File: config.mk
export PLATFORM = sky130hd
export DESIGN_NAME = scc_div
export DESIGN_NICKNAME = d
export VERILOG_FILES = /design/src/hw/rtl/scc_pkg.sv /design/src/hw/rtl/scc_div.sv
export SDC_FILE = /design/constraint.sdc
export NUM_CORES = 2
export LEC_CHECK = 0
export ABC_CLOCK_PERIOD_IN_PS = 3500
export BUFFER_PORTS_ARGS = -buffer_cell sky130_fd_sc_hd__buf_4
export CAP_MARGIN = 20
export CORE_MARGIN = 1
export CORE_UTILIZATION = 53
export CTS_BUF_LIST = sky130_fd_sc_hd__clkbuf_16
export CTS_CLUSTER_DIAMETER = 100
export DETAILED_ROUTE_END_ITERATION = 8
export HOLD_SLACK_MARGIN = 0.08
export MAX_ROUTING_LAYER = met4
export PLACE_DENSITY = 0.79
export SYNTH_ARGS = -nofsm -noshare
export SYNTH_HDL_FRONTEND = slang
export SYNTH_MEMORY_MAX_BITS = 65536
export SYNTH_SLANG_ARGS = --single-unit
File: constraint.sdc
create_clock -name clk -period 3.5 [get_ports clk]
set_input_delay 0.7 -clock clk [delete_from_list [all_inputs] [get_ports clk]]
set_output_delay 0.7 -clock clk [all_outputs]
set_load 0.02 [all_outputs]
File: src/hw/rtl/scc_pkg.sv
// shared constants and types for the sphere collision constraint pipeline
// no dependencies
package scc_pkg;

  localparam int FRAC_BITS = 16;
  localparam int EPS = (2 ** FRAC_BITS + 500000) / 1000000;
  localparam int SQRT_STEPS = 32;
  localparam int DIV_STEPS = 32;
  localparam int NUM_W = 56;

  typedef struct packed {
    logic        valid;
    logic [2:0]  neg;
    logic [31:0] mag_x;
    logic [31:0] mag_y;
    logic [31:0] mag_z;
    logic [31:0] rs;
    logic [23:0] w0;
    logic [23:0] w1;
    logic [24:0] ws;
    logic        ovf;
  } side_t;

endpackage

File: src/hw/rtl/scc_div.sv
// pipelined restoring divider, one quotient bit per stage
// depends on scc_pkg
module scc_div import scc_pkg::*; (
  input  logic             clk,
  input  logic             en,
  input  logic [NUM_W-1:0] num,
  input  logic [31:0]      den,
  output logic [31:0]      quo
);

  logic [31:0] rem  [DIV_STEPS+1];
  logic [31:0] low  [DIV_STEPS+1];
  logic [31:0] dv   [DIV_STEPS+1];
  logic [31:0] q    [DIV_STEPS+1];
  logic [32:0] t    [DIV_STEPS];
  logic        ge   [DIV_STEPS];

  always_comb begin
    for (int k = 0; k < DIV_STEPS; k++) begin
      t[k]  = {rem[k], low[k][31]};
      ge[k] = t[k] >= {1'b0, dv[k]};
    end
  end

  always_ff @(posedge clk) begin
    if (en) begin
      rem[0] <= 32'(num[NUM_W-1:32]);
      low[0] <= num[31:0];
      dv[0]  <= den;
      q[0]   <= '0;
      for (int k = 0; k < DIV_STEPS; k++) begin
        rem[k+1] <= ge[k] ? 32'(t[k] - {1'b0, dv[k]}) : t[k][31:0];
        low[k+1] <= low[k] << 1;
        dv[k+1]  <= dv[k];
        q[k+1]   <= {q[k][30:0], ge[k]};
      end
    end
  end

  assign quo = q[DIV_STEPS];

endmodule

==> results.txt <==
Post-DRT Antenna Nets -> 0
Worst Path Required -> 4.15 ns
Worst slew margin -> 0.506
Cell Count, Final, Fillers Out -> 17900
Die ar. -> 301000 um^2
Reg2Reg Launch Point -> rem[0][928]
die width -> 549 um
count leader, synth -> edfxtp_1
PwrDens -> 929 nW/um^2
library cells used by synthesis -> 113
number of global-route vias before repair -> 98100
slowest cell on the critical path -> or4_4
via count -> 102000
clock root buffer -> clkbuf_16
initial drt markers -> 8767
worst path bufs/invs -> 2
# port buffers -> 121
Setup violations, final -> 0
share of layout cells above drive strength 1 -> 0.157
CTS tree -> done
vias per cell -> 5.69
CP Launch Point -> rem[0][928]
Post-synth EDFFs -> 3096
crit share post-route -> 0.997
placed cell areas -> 169000 um^2
GR Util All Layers -> 0.233
hold_sp -> en
final setup skew -> 0.0538 ns
Hold Crit Class -> in -> reg
VDD IR-drop max -> 0.619 mV
Peak Freq -> 287 MHz
Worst setup SP type -> flop
first-pass GRT wire length -> 540000 um
standard-cell rows -> 200
Syn Inst Count -> 12800
crit-path cells -> ha_1, nor2b_4, o211ai_1, a41oi_2, o21ai_2, a31oi_2, a21oi_2, or4_4, a31o_4, a22oi_4, buf_12, clkbuf_16, mux2_4
Boundary Pins -> 122
status -> complete, no violations
Worst-Skew Late Latency -> 0.93 ns
Num Clock Sinks -> 3096
Final Cell Area -> 184000 um^2
Final #Nets -> 14900
RSZ-0062 raised after global routing -> true
Pwr Total -> 171000 uW
register bit count reported by yosys -> 3096
leak pwr -> 0.0749 uW
CP Capture Type -> flop
largest net degree at the start of global routing -> 130
Post-Syn Area -> 159000 um^2
chip height -> 549 um
post-route minimum period -> 3.49 ns
Hold Vio Cnt, Final -> 0
routability cong. -> 0.954
syn nets -> 13900
cts bufs inserted -> 335
CP max stage delay -> 0.57 ns
CP delay by family, top -> compound AO/OA/AOI/OAI gates
core area -> 297000 um^2
Starting Density -> 0.533
antenna violations before repair -> 2
ys async rst share -> 0
clock buffer depth -> 4
Max Cap Viol -> 0
Area Overhead vs Synth -> 15.8%
H-tree Lvls -> 5
sequential share of the synthesized area -> 0.586
Post-Route WL -> 354000 um
Setup CP Type -> reg -> reg
Slew Viols, Final -> 0
Yosys top cell area share -> 0.586
Overflow after GRT -> 0
Cells after DPL -> 17100
clock-pin slew on the worst setup and hold paths -> 0.06 ns
synth top area cells -> edfxtp_1 59%, ha_1 8.0%, mux2_2 3.9%, inv_1 3.0%, a21oi_1 3.0%
Synth area leader -> edfxtp_1
drt wl/cell -> 19.7 um
Slew @ Worst Pin -> 0.741 ns
drt drc -> 0
top_reg_cell synth -> edfxtp_1
mean post-synth cell area -> 12.4 um^2
Worst Path Max Fanout -> 8
CP arrival -> 4.14 ns
yosys warns -> 0
First-pass DRT Iterations -> 6
synth cell count leaders -> 3096 x edfxtp_1, 1262 x inv_1, 1017 x ha_1
DP HPWL -> 254000 um
==> state kept, by name, summed over array words and instances (netlist names) <==
name and flops:
dv 1024, low 528, rem 1016, q 528
==> where the power goes <==
part	switching [uW]	internal [uW]	total, uW
Sequential	5550	52800	58400
Combinational	39700	36800	76500
Clock	14800	21000	35800
Total	60000	111000	171000
==> cells by family (layout without fill, tap and decap cells) <==
kind of cell             count (synthesis)  after routing  share of synthesized area
adder cells (fa/ha/maj)               1048           1048                     0.0842
multiplexers                           637            637                     0.0448
XOR/XNOR                               830            830                     0.0459
AND/OR/NAND/NOR                       2478           2478                     0.0751
buffers and inverters                 1529           2767                     0.0374
AO/OA/AOI/OAI                         3139           3140                      0.126
other                                    0              1                          0
flip-flops                            3096           3096                      0.586
==> path summary, 6_finish.rpt <==
check | slack [ns] | endpoint | cells past startpoint
min reg2reg | 0.40 | q[0][884] | 0
max reg2reg | 0.01 | rem[0][989] | 13
min | 0.25 | low[0][20] | 1
max | 0.01 | rem[0][989] | 13
==> placed cells by master (no fill, tap or decap), drive strengths merged, types with 152 or more instances in the layout <==
cell type / synthesis / layout
a21o: 563 / 563
a21oi: 940 / 940
buf: 100 / 785
clkbuf: 163 / 356
edfxtp: 3096 / 3096
ha: 1017 / 1017
inv: 1266 / 1328
mux2: 583 / 583
nand2: 759 / 759
nand3: 210 / 210
nor2: 600 / 600
nor2b: 152 / 152
o21ai: 698 / 698
xnor2: 498 / 498
xor2: 332 / 332
==> repair_timing <==
item,CTS,global route
setup endpoints to repair,37,743
hold endpoints to repair,88,0
pin swaps,4,116
cloned,0,21
setup buffers,3,78
hold buffers,88,0
gates resized for setup,30,378
==> through the flow <==
step                      hold slack, ns  utilization  worst slack [ns]  TNS, ns
final                              0.250        0.618            0.0108        0
after global routing               0.250        0.618            -0.146    -9.29
after CTS                          0.215        0.608           0.00237        0
after detailed placement           0.405        0.567            -0.168   -0.865
after global placement             0.400        0.567            -0.153   -0.766
after floorplan                    0.400            -             0.173        0
==> cell type report <==
cell class | count | area, um^2
Timing Repair Buffer | 892 | 8310
Inverter | 1266 | 4760
Clock inverter | 271 | 2720
Clock buffer | 338 | 8460
Antenna cell | 1 | 2.50
Sequential cell | 3096 | 93000
Fill cell | 22400 | 114000
Multi-Input combinational cell | 8133 | 61500
Tap cell | 3939 | 4930
==> layer usage <==
metal / vias to the layer above / track usage / part of all wire
li1: 49300 / - / -
met1: 49200 / 0.286 / 0.41
met2: 2748 / 0.402 / 0.51
met3: 739 / 0.0237 / 0.046
met4: 0 / 0.0765 / 0.035
met5: - / - / 0
Note: power is estimated with default switching activity, not from simulation.
